[src/sv/skip_blend_downscaler_core_defines.svh]
// Assertion macros for the skip-blend downscaler core.
`ifndef SKIP_BLEND_DOWNSCALER_CORE_DEFINES_SVH
`define SKIP_BLEND_DOWNSCALER_CORE_DEFINES_SVH

// Check a same-cycle implication on the core clock, idle during reset.
`define SKD_ASSERT_NOW(label, ante, cons, msg) \
    label: assert property (@(posedge aclk) disable iff (!aresetn) (ante) |-> (cons)) \
        else $error(msg);

// Check an implication in the next cycle on the core clock, idle during reset.
`define SKD_ASSERT_NEXT(label, ante, cons, msg) \
    label: assert property (@(posedge aclk) disable iff (!aresetn) (ante) |=> (cons)) \
        else $error(msg);

`endif

[src/sv/skd_pkg.sv]
// Shared types, register codes and pixel helpers for the skip-blend downscaler.
package skd_pkg;

    typedef struct packed {
        logic [7:0] red;
        logic [7:0] green;
        logic [7:0] blue;
    } rgb_t;

    typedef struct packed {
        logic       frame_start;
        logic [7:0] pix_red;
        logic [7:0] pix_green;
        logic [7:0] pix_blue;
    } pix_in_t;

    typedef struct packed {
        logic [7:0] out_x;
        logic [7:0] out_y;
        logic [7:0] out_red;
        logic [7:0] out_green;
        logic [7:0] out_blue;
    } pix_out_t;

    typedef struct packed {
        logic [7:0] skip_x;
        logic [7:0] skip_y;
        logic [7:0] out_width;
        logic [7:0] out_height;
    } cfg_t;

    // Per-pixel decisions handed from the position tracker to the blend stage.
    typedef struct packed {
        logic       emit;
        logic       right;
        logic       down;
        logic [7:0] mx;
        logic [7:0] my;
    } tap_t;

    typedef struct packed {
        logic s1_valid;
        logic s1_ready;
    } blend_stat_t;

    localparam logic [7:0] REG_SKIP_X     = 8'd0;
    localparam logic [7:0] REG_SKIP_Y     = 8'd1;
    localparam logic [7:0] REG_OUT_WIDTH  = 8'd2;
    localparam logic [7:0] REG_OUT_HEIGHT = 8'd3;

    localparam logic [7:0] RST_SKIP_X     = 8'd5;
    localparam logic [7:0] RST_SKIP_Y     = 8'd9;
    localparam logic [7:0] RST_OUT_WIDTH  = 8'd128;
    localparam logic [7:0] RST_OUT_HEIGHT = 8'd128;

    // Advance a drop phase; wrap once phase+1 reaches the period (0 acts as 1).
    function automatic logic [7:0] next_phase(input logic [7:0] phase,
                                              input logic [7:0] skip);
        logic [8:0] sum;
        sum = {1'b0, phase} + 9'd1;
        return (sum >= {1'b0, skip}) ? 8'd0 : sum[7:0];
    endfunction

    function automatic logic [7:0] avg8(input logic [7:0] a, input logic [7:0] b);
        logic [8:0] sum;
        sum = {1'b0, a} + {1'b0, b};
        return sum[8:1];
    endfunction

    function automatic rgb_t avg_rgb(input rgb_t a, input rgb_t b);
        rgb_t r;
        r.red   = avg8(a.red, b.red);
        r.green = avg8(a.green, b.green);
        r.blue  = avg8(a.blue, b.blue);
        return r;
    endfunction

endpackage

[src/sv/skd_line_store.sv]
// Previous-row line store with a one-ahead prefetch of the right neighbor.
module skd_line_store #(
    parameter int SRC_WIDTH = 160
) (
    input  logic                         aclk,
    input  logic                         wr_en,
    input  logic [$clog2(SRC_WIDTH)-1:0] wr_addr,
    input  skd_pkg::rgb_t                wr_data,
    input  logic [$clog2(SRC_WIDTH)-1:0] rd_addr,
    output skd_pkg::rgb_t                above,
    output skd_pkg::rgb_t                right
);
    import skd_pkg::*;

    rgb_t mem [SRC_WIDTH];
    rgb_t right_reg;
    rgb_t above_reg;

    // Fetch the entry one column ahead; the one fetched last time is directly above.
    always_ff @(posedge aclk) begin
        if (wr_en) begin
            mem[wr_addr] <= wr_data;
            right_reg    <= mem[rd_addr];
            above_reg    <= right_reg;
        end
    end

    assign above = above_reg;
    assign right = right_reg;

endmodule

[src/sv/skd_pos_ctrl.sv]
// Raster position, drop phases and kept counts; per-pixel blend and emit decisions.
module skd_pos_ctrl #(
    parameter int SRC_WIDTH  = 160,
    parameter int SRC_HEIGHT = 144
) (
    input  logic                         aclk,
    input  logic                         aresetn,
    input  logic                         fire,
    input  logic                         frame_start,
    input  skd_pkg::cfg_t                cfg,
    output skd_pkg::tap_t                tap,
    output logic [$clog2(SRC_WIDTH)-1:0] wr_addr,
    output logic [$clog2(SRC_WIDTH)-1:0] rd_addr
);
    import skd_pkg::*;

    localparam int COL_W = $clog2(SRC_WIDTH);
    localparam int ROW_W = $clog2(SRC_HEIGHT);
    localparam int XC_W  = (COL_W > 8) ? COL_W : 8;
    localparam int YC_W  = (ROW_W > 8) ? ROW_W : 8;
    localparam logic [COL_W:0] LAST_COL = (COL_W + 1)'(SRC_WIDTH - 1);
    localparam logic [ROW_W:0] LAST_ROW = (ROW_W + 1)'(SRC_HEIGHT - 1);

    logic [COL_W-1:0] col_reg, col_next, kc_reg, kc_next;
    logic [ROW_W-1:0] row_reg, row_next, kr_reg, kr_next;
    logic [7:0]       cp_reg, cp_next, rp_reg, rp_next;
    logic             ak_reg, ak_next;

    logic [COL_W-1:0] c, kc;
    logic [ROW_W-1:0] r, kr, my;
    logic [7:0]       cp, rp;
    logic             ak, col_kept, last_col, this_kept, in_bounds;
    logic [COL_W:0]   col_inc;
    logic [XC_W-1:0]  xc;
    logic [YC_W-1:0]  yc;

    always_comb begin
        // Frame start homes the position before this pixel is placed.
        c  = frame_start ? '0 : col_reg;
        r  = frame_start ? '0 : row_reg;
        cp = frame_start ? 8'd0 : cp_reg;
        rp = frame_start ? 8'd0 : rp_reg;
        kc = frame_start ? '0 : kc_reg;
        kr = frame_start ? '0 : kr_reg;
        ak = frame_start ? 1'b0 : ak_reg;

        col_kept  = (c == '0) || (cp != 8'd0);
        col_inc   = {1'b0, c} + (COL_W + 1)'(1);
        last_col  = ({1'b0, c} == LAST_COL);
        my        = kr - ROW_W'(1);
        xc        = XC_W'(kc);
        yc        = YC_W'(my);
        in_bounds = (yc < YC_W'(cfg.out_height)) && (xc < XC_W'(cfg.out_width));

        tap.emit  = (r != '0) && ak && col_kept && in_bounds;
        tap.right = !last_col && ({1'b0, r} > (ROW_W + 1)'(1)) &&
                    (next_phase(cp, cfg.skip_x) == 8'd0);
        tap.down  = (rp == 8'd0) && (c != '0);
        tap.mx    = xc[7:0];
        tap.my    = yc[7:0];

        wr_addr = c;
        rd_addr = last_col ? '0 : col_inc[COL_W-1:0];

        this_kept = (r == '0) || (rp != 8'd0);
        col_next  = last_col ? '0 : col_inc[COL_W-1:0];
        cp_next   = last_col ? 8'd0 : next_phase(cp, cfg.skip_x);
        kc_next   = last_col ? '0 : kc + COL_W'(col_kept);
        row_next  = r;
        rp_next   = rp;
        kr_next   = kr;
        ak_next   = ak;
        if (last_col) begin
            if ({1'b0, r} == LAST_ROW) begin
                row_next = '0;
                rp_next  = 8'd0;
                kr_next  = '0;
                ak_next  = 1'b0;
            end else begin
                row_next = r + ROW_W'(1);
                rp_next  = next_phase(rp, cfg.skip_y);
                kr_next  = kr + ROW_W'(this_kept);
                ak_next  = this_kept;
            end
        end
    end

    always_ff @(posedge aclk) begin
        if (!aresetn) begin
            col_reg <= '0;
            row_reg <= '0;
            cp_reg  <= 8'd0;
            rp_reg  <= 8'd0;
            kc_reg  <= '0;
            kr_reg  <= '0;
            ak_reg  <= 1'b0;
        end else if (fire) begin
            col_reg <= col_next;
            row_reg <= row_next;
            cp_reg  <= cp_next;
            rp_reg  <= rp_next;
            kc_reg  <= kc_next;
            kr_reg  <= kr_next;
            ak_reg  <= ak_next;
        end
    end

endmodule

[src/sv/skd_blend.sv]
// Blend stage register, color averaging and output register.
module skd_blend (
    input  logic                  aclk,
    input  logic                  aresetn,
    input  logic                  fire,
    input  skd_pkg::tap_t         tap,
    input  skd_pkg::rgb_t         cur,
    input  skd_pkg::rgb_t         above,
    input  skd_pkg::rgb_t         right,
    input  logic                  m_ready,
    output logic                  m_valid,
    output skd_pkg::pix_out_t     m_data,
    output skd_pkg::blend_stat_t  stat
);
    import skd_pkg::*;

    logic     s1_valid_reg;
    tap_t     s1_tap_reg;
    rgb_t     s1_cur_reg;
    logic     m_valid_reg;
    pix_out_t m_data_reg, m_data_next;
    logic     advance;
    rgb_t     pix_r, pix_d;

    assign advance = s1_valid_reg && (!m_valid_reg || m_ready);

    always_comb begin
        pix_r = s1_tap_reg.right ? avg_rgb(above, right) : above;
        pix_d = s1_tap_reg.down ? avg_rgb(pix_r, s1_cur_reg) : pix_r;
        m_data_next.out_x     = s1_tap_reg.mx;
        m_data_next.out_y     = s1_tap_reg.my;
        m_data_next.out_red   = pix_d.red;
        m_data_next.out_green = pix_d.green;
        m_data_next.out_blue  = pix_d.blue;
    end

    always_ff @(posedge aclk) begin
        if (!aresetn) begin
            s1_valid_reg <= 1'b0;
            m_valid_reg  <= 1'b0;
        end else begin
            if (fire) begin
                s1_valid_reg <= tap.emit;
            end else if (advance) begin
                s1_valid_reg <= 1'b0;
            end
            if (advance) begin
                m_valid_reg <= 1'b1;
            end else if (m_ready) begin
                m_valid_reg <= 1'b0;
            end
        end
    end

    always_ff @(posedge aclk) begin
        if (fire) begin
            s1_tap_reg <= tap;
            s1_cur_reg <= cur;
        end
        if (advance) begin
            m_data_reg <= m_data_next;
        end
    end

    assign m_valid       = m_valid_reg;
    assign m_data        = m_data_reg;
    assign stat.s1_valid = s1_valid_reg;
    assign stat.s1_ready = !s1_valid_reg || advance;

endmodule

[src/sv/skip_blend_downscaler_core.sv]
// Top level of the skip-blend downscaler: config registers, handshake and stage wiring.
//
//  channel   ports                             direction  moves
//  -------   -------------------------------   ---------  ---------------------------------
//  s_        s_valid s_ready s_data            in         one source pixel per request
//  m_        m_valid m_ready m_data            out        one matrix pixel per request
//  cfg_      cfg_valid cfg_ready cfg_index     in         one register write per request
//            cfg_data
//
//  One pixel is taken every cycle while s_ready is high; each result passes the blend
//  stage register, loaded beside the line store read, and then the output register.
//  Reset sets the position to the frame origin and the registers to their defaults;
//  the line store is not cleared, the first row fills it before a read result is used.
//  A stalled output holds the blend stage; s_ready drops only while both are full.
module skip_blend_downscaler_core #(
    parameter int SRC_WIDTH  = 160,
    parameter int SRC_HEIGHT = 144
) (
    input  logic              aclk,
    input  logic              aresetn,
    input  logic              s_valid,
    output logic              s_ready,
    input  skd_pkg::pix_in_t  s_data,
    output logic              m_valid,
    input  logic              m_ready,
    output skd_pkg::pix_out_t m_data,
    input  logic              cfg_valid,
    output logic              cfg_ready,
    input  logic [7:0]        cfg_index,
    input  logic [7:0]        cfg_data
);
    import skd_pkg::*;

    `include "skip_blend_downscaler_core_defines.svh"

    localparam int ADDR_W = $clog2(SRC_WIDTH);

    logic [7:0]  skip_x_reg, skip_y_reg, out_width_reg, out_height_reg;
    cfg_t        cfg;
    tap_t        tap;
    rgb_t        cur, above, right;
    logic [ADDR_W-1:0] wr_addr, rd_addr;
    blend_stat_t stat;
    logic        fire;

    // Accept config writes in any cycle; ignore indexes past the register list.
    assign cfg_ready = 1'b1;

    always_ff @(posedge aclk) begin
        if (!aresetn) begin
            skip_x_reg     <= RST_SKIP_X;
            skip_y_reg     <= RST_SKIP_Y;
            out_width_reg  <= RST_OUT_WIDTH;
            out_height_reg <= RST_OUT_HEIGHT;
        end else if (cfg_valid) begin
            case (cfg_index)
                REG_SKIP_X:     skip_x_reg     <= cfg_data;
                REG_SKIP_Y:     skip_y_reg     <= cfg_data;
                REG_OUT_WIDTH:  out_width_reg  <= cfg_data;
                REG_OUT_HEIGHT: out_height_reg <= cfg_data;
                default: ;
            endcase
        end
    end

    assign cfg.skip_x     = skip_x_reg;
    assign cfg.skip_y     = skip_y_reg;
    assign cfg.out_width  = out_width_reg;
    assign cfg.out_height = out_height_reg;

    // Take a pixel whenever the blend stage is empty or drains this cycle.
    assign s_ready   = stat.s1_ready;
    assign fire      = s_valid && s_ready;
    assign cur.red   = s_data.pix_red;
    assign cur.green = s_data.pix_green;
    assign cur.blue  = s_data.pix_blue;

    // Track the raster position and decide blends and emission per pixel.
    skd_pos_ctrl #(
        .SRC_WIDTH  (SRC_WIDTH),
        .SRC_HEIGHT (SRC_HEIGHT)
    ) u_pos (
        .aclk        (aclk),
        .aresetn     (aresetn),
        .fire        (fire),
        .frame_start (s_data.frame_start),
        .cfg         (cfg),
        .tap         (tap),
        .wr_addr     (wr_addr),
        .rd_addr     (rd_addr)
    );

    // Store the arriving pixel and prefetch the next column of the row above.
    skd_line_store #(
        .SRC_WIDTH (SRC_WIDTH)
    ) u_line (
        .aclk    (aclk),
        .wr_en   (fire),
        .wr_addr (wr_addr),
        .wr_data (cur),
        .rd_addr (rd_addr),
        .above   (above),
        .right   (right)
    );

    // Blend with the dropped neighbors and hold the result for the output request.
    skd_blend u_blend (
        .aclk    (aclk),
        .aresetn (aresetn),
        .fire    (fire),
        .tap     (tap),
        .cur     (cur),
        .above   (above),
        .right   (right),
        .m_ready (m_ready),
        .m_valid (m_valid),
        .m_data  (m_data),
        .stat    (stat)
    );

    // An empty output register must never block the input.
    `SKD_ASSERT_NOW(a_ready_when_empty, !m_valid, s_ready, "input blocked with empty output")
    // A result appears only out of a filled blend stage.
    `SKD_ASSERT_NOW(a_result_from_stage, m_valid && !$past(m_valid), $past(stat.s1_valid), "result without staged pixel")
    // A taken result with nothing staged behind it leaves the output empty.
    `SKD_ASSERT_NEXT(a_drain_empties, m_valid && m_ready && !stat.s1_valid, !m_valid, "result repeated after drain")

endmodule
[config.mk]
export PLATFORM = sky130hd
export DESIGN_NAME = skip_blend_downscaler_core
export DESIGN_NICKNAME = d
export VERILOG_FILES = /design/src/sv/skd_pkg.sv /design/src/sv/skd_line_store.sv /design/src/sv/skd_pos_ctrl.sv /design/src/sv/skd_blend.sv /design/src/sv/skip_blend_downscaler_core.sv
export VERILOG_INCLUDE_DIRS = /design/src /design/src/sv
export SDC_FILE = /design/constraint.sdc
export NUM_CORES = 2
export LEC_CHECK = 0
export BUFFER_PORTS_ARGS = -buffer_cell sky130_fd_sc_hd__buf_2
export CAP_MARGIN = 0
export CORE_MARGIN = 8
export CORE_UTILIZATION = 40
export DETAILED_ROUTE_END_ITERATION = 7
export PLACE_DENSITY_LB_ADDON = 0.12
export SLEW_MARGIN = 20
export SYNTH_ARGS = -nofsm -noshare
export SYNTH_HDL_FRONTEND = slang
export SYNTH_HIERARCHICAL = 1
export SYNTH_SLANG_ARGS = --single-unit
[constraint.sdc]
create_clock -name aclk -period 5 [get_ports aclk]
set_input_delay 0 -clock aclk [delete_from_list [all_inputs] [get_ports aclk]]
set_output_delay 0 -clock aclk [all_outputs]
set_load 0.01 [all_outputs]
## Word-level counts from Yosys, hierarchy flattened

Memory sizes are Yosys's and may differ from the RTL's. A register that Yosys moved wholly into a read port is not among the register bits.
Index checks and enable logic that the tools add are counted.

- Logic and storage cells: 111
- Bits of input ports: 46
- Memories kept: 1
- Bits in read-only memories: 0
- Latch bits: 0
- Bits in writable memories: 3840
- Bits in registers: 189

- Equality and inequality tests: 5
- Divide/modulo/power cells: 0
- $lt $le $gt $ge: 5
- $add $sub $neg: 13
- Reductions and logical operators: 31
- Bitwise gates (word level): 0
- Shifts and indexed selects: 0
- Muxes and demuxes: 28
- $mul: 0

Memories:

| memory | depth | bits a word | rd ports | clocked after Yosys merged registers in | wr ports | RTL line | source |
|---|---|---|---|---|---|---|---|
| u_line.mem | 160 | 24 | 1 | 1 | 1 | skd_line_store.sv:15 | `rgb_t mem [SRC_WIDTH];` |

Operators with widths:

| cell | count |
|---|---|
| $mux 8 | 17 |
| $add 8x8->9 | 6 |
| $mux 24 | 2 |
| $logic_not 8->1 | 5 |
| $reduce_bool 8->1 | 4 |
| $add 8x1->9 const B | 2 |
| $ge 9x8->1 | 2 |
| $add 8x1->8 | 2 |
| $add 8x1->8 const B | 2 |
| $eq 8x2->1 const B | 2 |
| $eq 8x8->1 const B | 2 |
| $lt 8x8->1 | 2 |
| $logic_and 1x1->1 | 9 |
| $mux 1 | 9 |
| $eq 8x1->1 const B | 1 |
| $gt 8x1->1 const B | 1 |
| $reduce_and 2->1 | 4 |
| $sub 8x1->8 const B | 1 |
| $logic_or 1x1->1 | 4 |
| $reduce_bool 2->1 | 2 |
| $logic_not 1->1 | 3 |

## Longest topological paths before layout

- Word-level depth: 7
- Gate-level depth with buffers: 24
- Depth with buffers taken out: 14

## By module

Netlist, hierarchy kept.

Modules (own cells, without submodules):

| module | area an instance (µm²) | instances | cells an instance |
|---|---|---|---|
| skd_line_store | 148583.8 | 1 | 6472 |
| skd_blend | 4894.7 | 1 | 388 |
| skd_pos_ctrl | 4181.5 | 1 | 541 |
| skip_blend_downscaler_core | 1288.7 | 1 | 125 |

## Worst setup path after synthesis

No wires, ideal clock.

- Path type: reg-to-reg
- Start: register u_blend.m_valid_reg (netlist: u_blend/m_valid)
- End: memory u_line/mem[51][0] (netlist name) (enable)
- Arrival time: 4.816 ns
- Period minus slack after synthesis: 5.221 ns
- Setup slack: -0.221 ns
- Path buffers: 1
- Data required time: 4.595 ns
- Stages on the path, launching flop included: 7
- Cell sequence: dfxtp_1 > nor2b_1 > nand2_1 > and2_1 > nand4_1 > clkbuf_1 > nor2_1

- Longest elaborated chain between the ends: 7

RTL lines:

| item | RTL line | source |
|---|---|---|
| start, declared | skd_blend.sv:20 | `logic m_valid_reg;` |
| start signal, assigned | skd_blend.sv:40 | `m_valid_reg <= 1'b0;` |
| start signal, assigned | skd_blend.sv:48 | `m_valid_reg <= 1'b1;` |
| start signal, assigned | skd_blend.sv:50 | `m_valid_reg <= 1'b0;` |
| $logic_not 1->1 | skd_blend.sv:25 | `assign advance = s1_valid_reg && (!m_valid_reg \|\| m_ready);` |
| $logic_or 1x1->1 | skd_blend.sv:25 |  |
| $logic_and 1x1->1 | skd_blend.sv:25 |  |
| $logic_or 1x1->1 | skd_blend.sv:68 | `assign stat.s1_ready = !s1_valid_reg \|\| advance;` |
| named net s_ready | skip_blend_downscaler_core.sv:22 | `output logic s_ready,` |
| $logic_and 1x1->1 | skip_blend_downscaler_core.sv:73 | `assign fire = s_valid && s_ready;` |
| named net fire | skip_blend_downscaler_core.sv:44 | `logic fire;` |
| $mux 1 | skd_line_store.sv:21 | `if (wr_en) begin` |
| $mux 1 (not written as such) | skd_line_store.sv:22 | `mem[wr_addr] <= wr_data;` |
| end, declared | skd_line_store.sv:15 |  |

The timed path passes the listed nets, and every way through them passes these cells.

## Final worst setup path

- Start: register u_pos.col_reg[0]
- End: register, netlist name u_line/right[10]

- Longest elaborated chain between the ends: 3
- Elaborated cells between the ends (all ways): 4

RTL lines:

| item | RTL line | source |
|---|---|---|
| start, declared | skd_pos_ctrl.sv:24 | `logic [COL_W-1:0] col_reg, col_next, kc_reg, kc_next;` |
| start signal, assigned | skd_pos_ctrl.sv:98 | `col_reg <= col_next;` |
| $mux 8 * | skd_pos_ctrl.sv:39 | `c = frame_start ? '0 : col_reg;` |
| named net wr_addr[0] | skip_blend_downscaler_core.sv:42 | `logic [ADDR_W-1:0] wr_addr, rd_addr;` |
| $add 8x1->8 / $eq 8x8->1 (equally long branches) | skd_pos_ctrl.sv:48, skd_pos_ctrl.sv:49 |  |
| $mux 8 * | skd_pos_ctrl.sv:63 | `rd_addr = last_col ? '0 : col_inc[COL_W-1:0];` |
| named net rd_addr[6] | skip_blend_downscaler_core.sv:42 |  |

The timed path passes the listed nets; every way through them passes the cells marked *.
A chain may end at the register's enable or synchronous reset.

==> impl_metrics.json <==
{
  "syn2layout_area_growth_pct": 15.8,
  "cts_buffer_depth": 4,
  "std_cell_rows": 231,
  "vias": 81800,
  "cts_sinks": 4053,
  "skew_ns": 0.0573,
  "drt_iter0_drc": 9584,
  "min_period_over_period_pct": 98.2,
  "overflow": 0,
  "critPathLaunchType": "flop",
  "critical_path.max_fanout": 17,
  "powerDensity_mw_per_mm2": 392,
  "total_power_mw": 72.1,
  "cp_slowest_cell": "o211ai_1",
  "fmaxAchievable_mhz": 204,
  "pre_cts_ws_ns": -0.208,
  "worst_pin_slew_ns": 1.19,
  "syn_avg_cell_area_sq_um": 21.1,
  "worstPathCellList": "nand2_1, inv_1, ha_1, and3_1, nand3_1, xor2_1, nor2_2, buf_4, nand3b_1, buf_4, o211ai_1, o21ai_0, buf_4, o22ai_1",
  "grt_first_pass_wirelength_um": 666000,
  "vias_per_cell": 5.89,
  "die-area_sq_mm": 0.418,
  "r2r-end": "u_line/right[10]$_DFFE_PP_",
  "clock_latency_ns": 0.98,
  "hold_start": "s_data[22]",
  "status": "complete, no violations",
  "cpLargestDelayFamily": "simple AND/OR/NAND/NOR gates",
  "ios": 89,
  "routedWlPerCell_um": 34.6,
  "grt_start_max_net_pins": 126,
  "gp_congestion": 0.870,
  "post-route-min-period_ns": 4.91,
  "core_sq_mm": 0.396,
  "nets": 8411,
  "grt_pass1_vias": 81900,
  "syn-cell-area_sq_mm": 0.159,
  "tritoncts": "yes",
  "crit_buf_inv": 4,
  "ys_warn_count": 6,
  "numPlacedInstances": 13000,
  "n_fill_cell": 32900,
  "r2r_slack_ns": 0.09,
  "slowest_delay_ns": 0.95,
  "die_h_um": 646,
  "startpoint": "u_pos/col_reg[0]$_SDFFE_PN0P_",
  "min_path_type": "in -> reg",
  "fin_cells": 13900,
  "crit_path_frequent_cell": "buf_4",
  "htree_num_levels": 5,
  "clkTransAtPathRegs_ns": 0.06,
  "p_leak_nw": 59.1,
  "min_to": "u_line/mem[74][22]$_DFFE_PP_",
  "syn-instance-count": 7525,
  "grt_usage_pct": 22.6,
  "start_util_pct": 40.2,
  "cts_buffers": 434,
  "hpwl_um": 295000,
  "first_pass_iters": 8,
  "root_buffer": "clkbuf_16",
  "fin_ws_ns": 0.0892,
  "maxSlewViolCount": 0,
  "largest_register_ffs": 3840,
  "portBuffers": 87,
  "crit_required_ns": 5.79,
  "die_width_um": 646,
  "route.final.wire_length_um": 481000,
  "critPathCaptureType": "flop",
  "syn_nets": 7663,
  "setup_viol": 0,
  "peakVddDrop_mv": 0.306,
  "arrival_ns": 5.70,
  "rsz0062_at_grt": "false",
  "drv_cap": 0,
  "drc_errors": 0,
  "antenna_found_initial": 41,
  "drive_above_1_share_pct": 28.2,
  "worstReg2RegStart": "u_pos/col_reg[0]$_SDFFE_PN0P_",
  "maxSlewHeadroom_pct": 20.4,
  "hold_path_depth": 2,
  "criticalPathCategory": "reg -> reg",
  "reg2reg_depth": 14,
  "hold_viol": 0,
  "ant_nets": 0
}
[worst register-to-register path, cell delays in order (launching register included)]
cell      delay, ns
dfxtp_1        0.39
nand2_1        0.10
inv_1          0.10
ha_1           0.32
and3_1         0.33
nand3_1        0.12
xor2_1         0.18
nor2_2         0.19
buf_4          0.42
nand3b_1       0.62
buf_4          0.43
o211ai_1       0.96
o21ai_0        0.23
buf_4          0.22
o22ai_1        0.15
[power by group]
part | internal, mW | total [mW] | switching (mW)
Combinational | 1.32 | 3.51 | 2.19
Sequential | 37.4 | 37.5 | 0.0918
Clock | 17.8 | 31.1 | 13.3
Total | 56.5 | 72.1 | 15.6
[stage by stage]
| step | TNS [ns] | cell area [sq um] | hold WS (ns) | util [%] |
|---|---|---|---|---|
| after detailed placement | -0.351 | 169000 | 0.297 | 42.8 |
| after global placement | -0.646 | 169000 | 0.283 | 42.8 |
| after global routing | 0 | 184000 | 0.0472 | 46.5 |
| after CTS | 0 | 184000 | 0.00123 | 46.5 |
| after floorplan | 0 | 159000 | 0.0989 | - |
| final | 0 | 184000 | 0.0698 | 46.5 |
[cell usage in the layout (no fill, tap or decap), types with 16 or more instances in the layout]
cell / n
o21ai_0: 111
a221oi_1: 29
clkinv_1: 94
a31oi_1: 25
ha_1: 86
buf_6: 24
nand4_1: 26
nand2b_1: 20
buf_12: 57
buf_2: 64
edfxtp_1: 3970
o22ai_1: 87
mux4_2: 950
o221ai_1: 29
diode_2: 20
mux2i_1: 304
clkinv_2: 68
mux2_2: 38
bufinv_16: 32
nand3_1: 75
dlygate4sd3_1: 71
nand2_1: 181
xnor2_1: 29
dfxtp_1: 83
a22oi_1: 90
clkbuf_16: 439
a21oi_1: 126
nor2_4: 55
clkbuf_1: 113
buf_4: 496
nor2b_1: 105
xor2_1: 16
a211oi_1: 59
nor2_2: 112
inv_1: 57
and2_1: 29
nor3_1: 29
o211ai_1: 42
nor2_1: 101
[cell type report]
class	instances	area, sq um	share of cell area [%]
diodes	20	50.0	0.0272
well taps	5242	6560	3.56
clock buffers	554	11400	6.21
multi-input cells	3008	36500	19.8
inverters	62	245	0.133
repair buffers	714	6200	3.37
flip-flops and latches	4053	121000	65.7
clock inverters	235	2220	1.21
[metal layers]
metal	routed length (um)	vias up	global-route usage [%]	share of wire [%]
met4	15600	12	6.53	3.2
li1	-	33100	-	-
met5	77	-	0	0.016
met1	204000	44800	31.9	42
met3	34200	677	3.54	7.1
met2	227000	3262	36.3	47
[repair_timing]
| action | in CTS | in global routing |
|---|---|---|
| hold buffers | 73 | 0 |
| resized for setup | 2 | 0 |
| hold endpoints to repair | 2856 | 0 |
| endpoints found under the setup margin | 4 | 0 |
| buffers inserted | 3 | 0 |
[worst max path at each step]
stage | end | slack, ns | depth (start not counted)
floorplan | u_line/mem[122][0]$_DFFE_PP_ | 0.79 | 7
global placement | u_line/right[12]$_DFFE_PP_ | -0.27 | 17
detailed placement | u_line/right[12]$_DFFE_PP_ | -0.21 | 17
CTS | u_line/right[8]$_DFFE_PP_ | 0.28 | 14
global route | u_line/right[10]$_DFFE_PP_ | 0.01 | 15
finish | u_line/right[10]$_DFFE_PP_ | 0.09 | 14
Note: power is estimated with default switching activity, not from simulation.
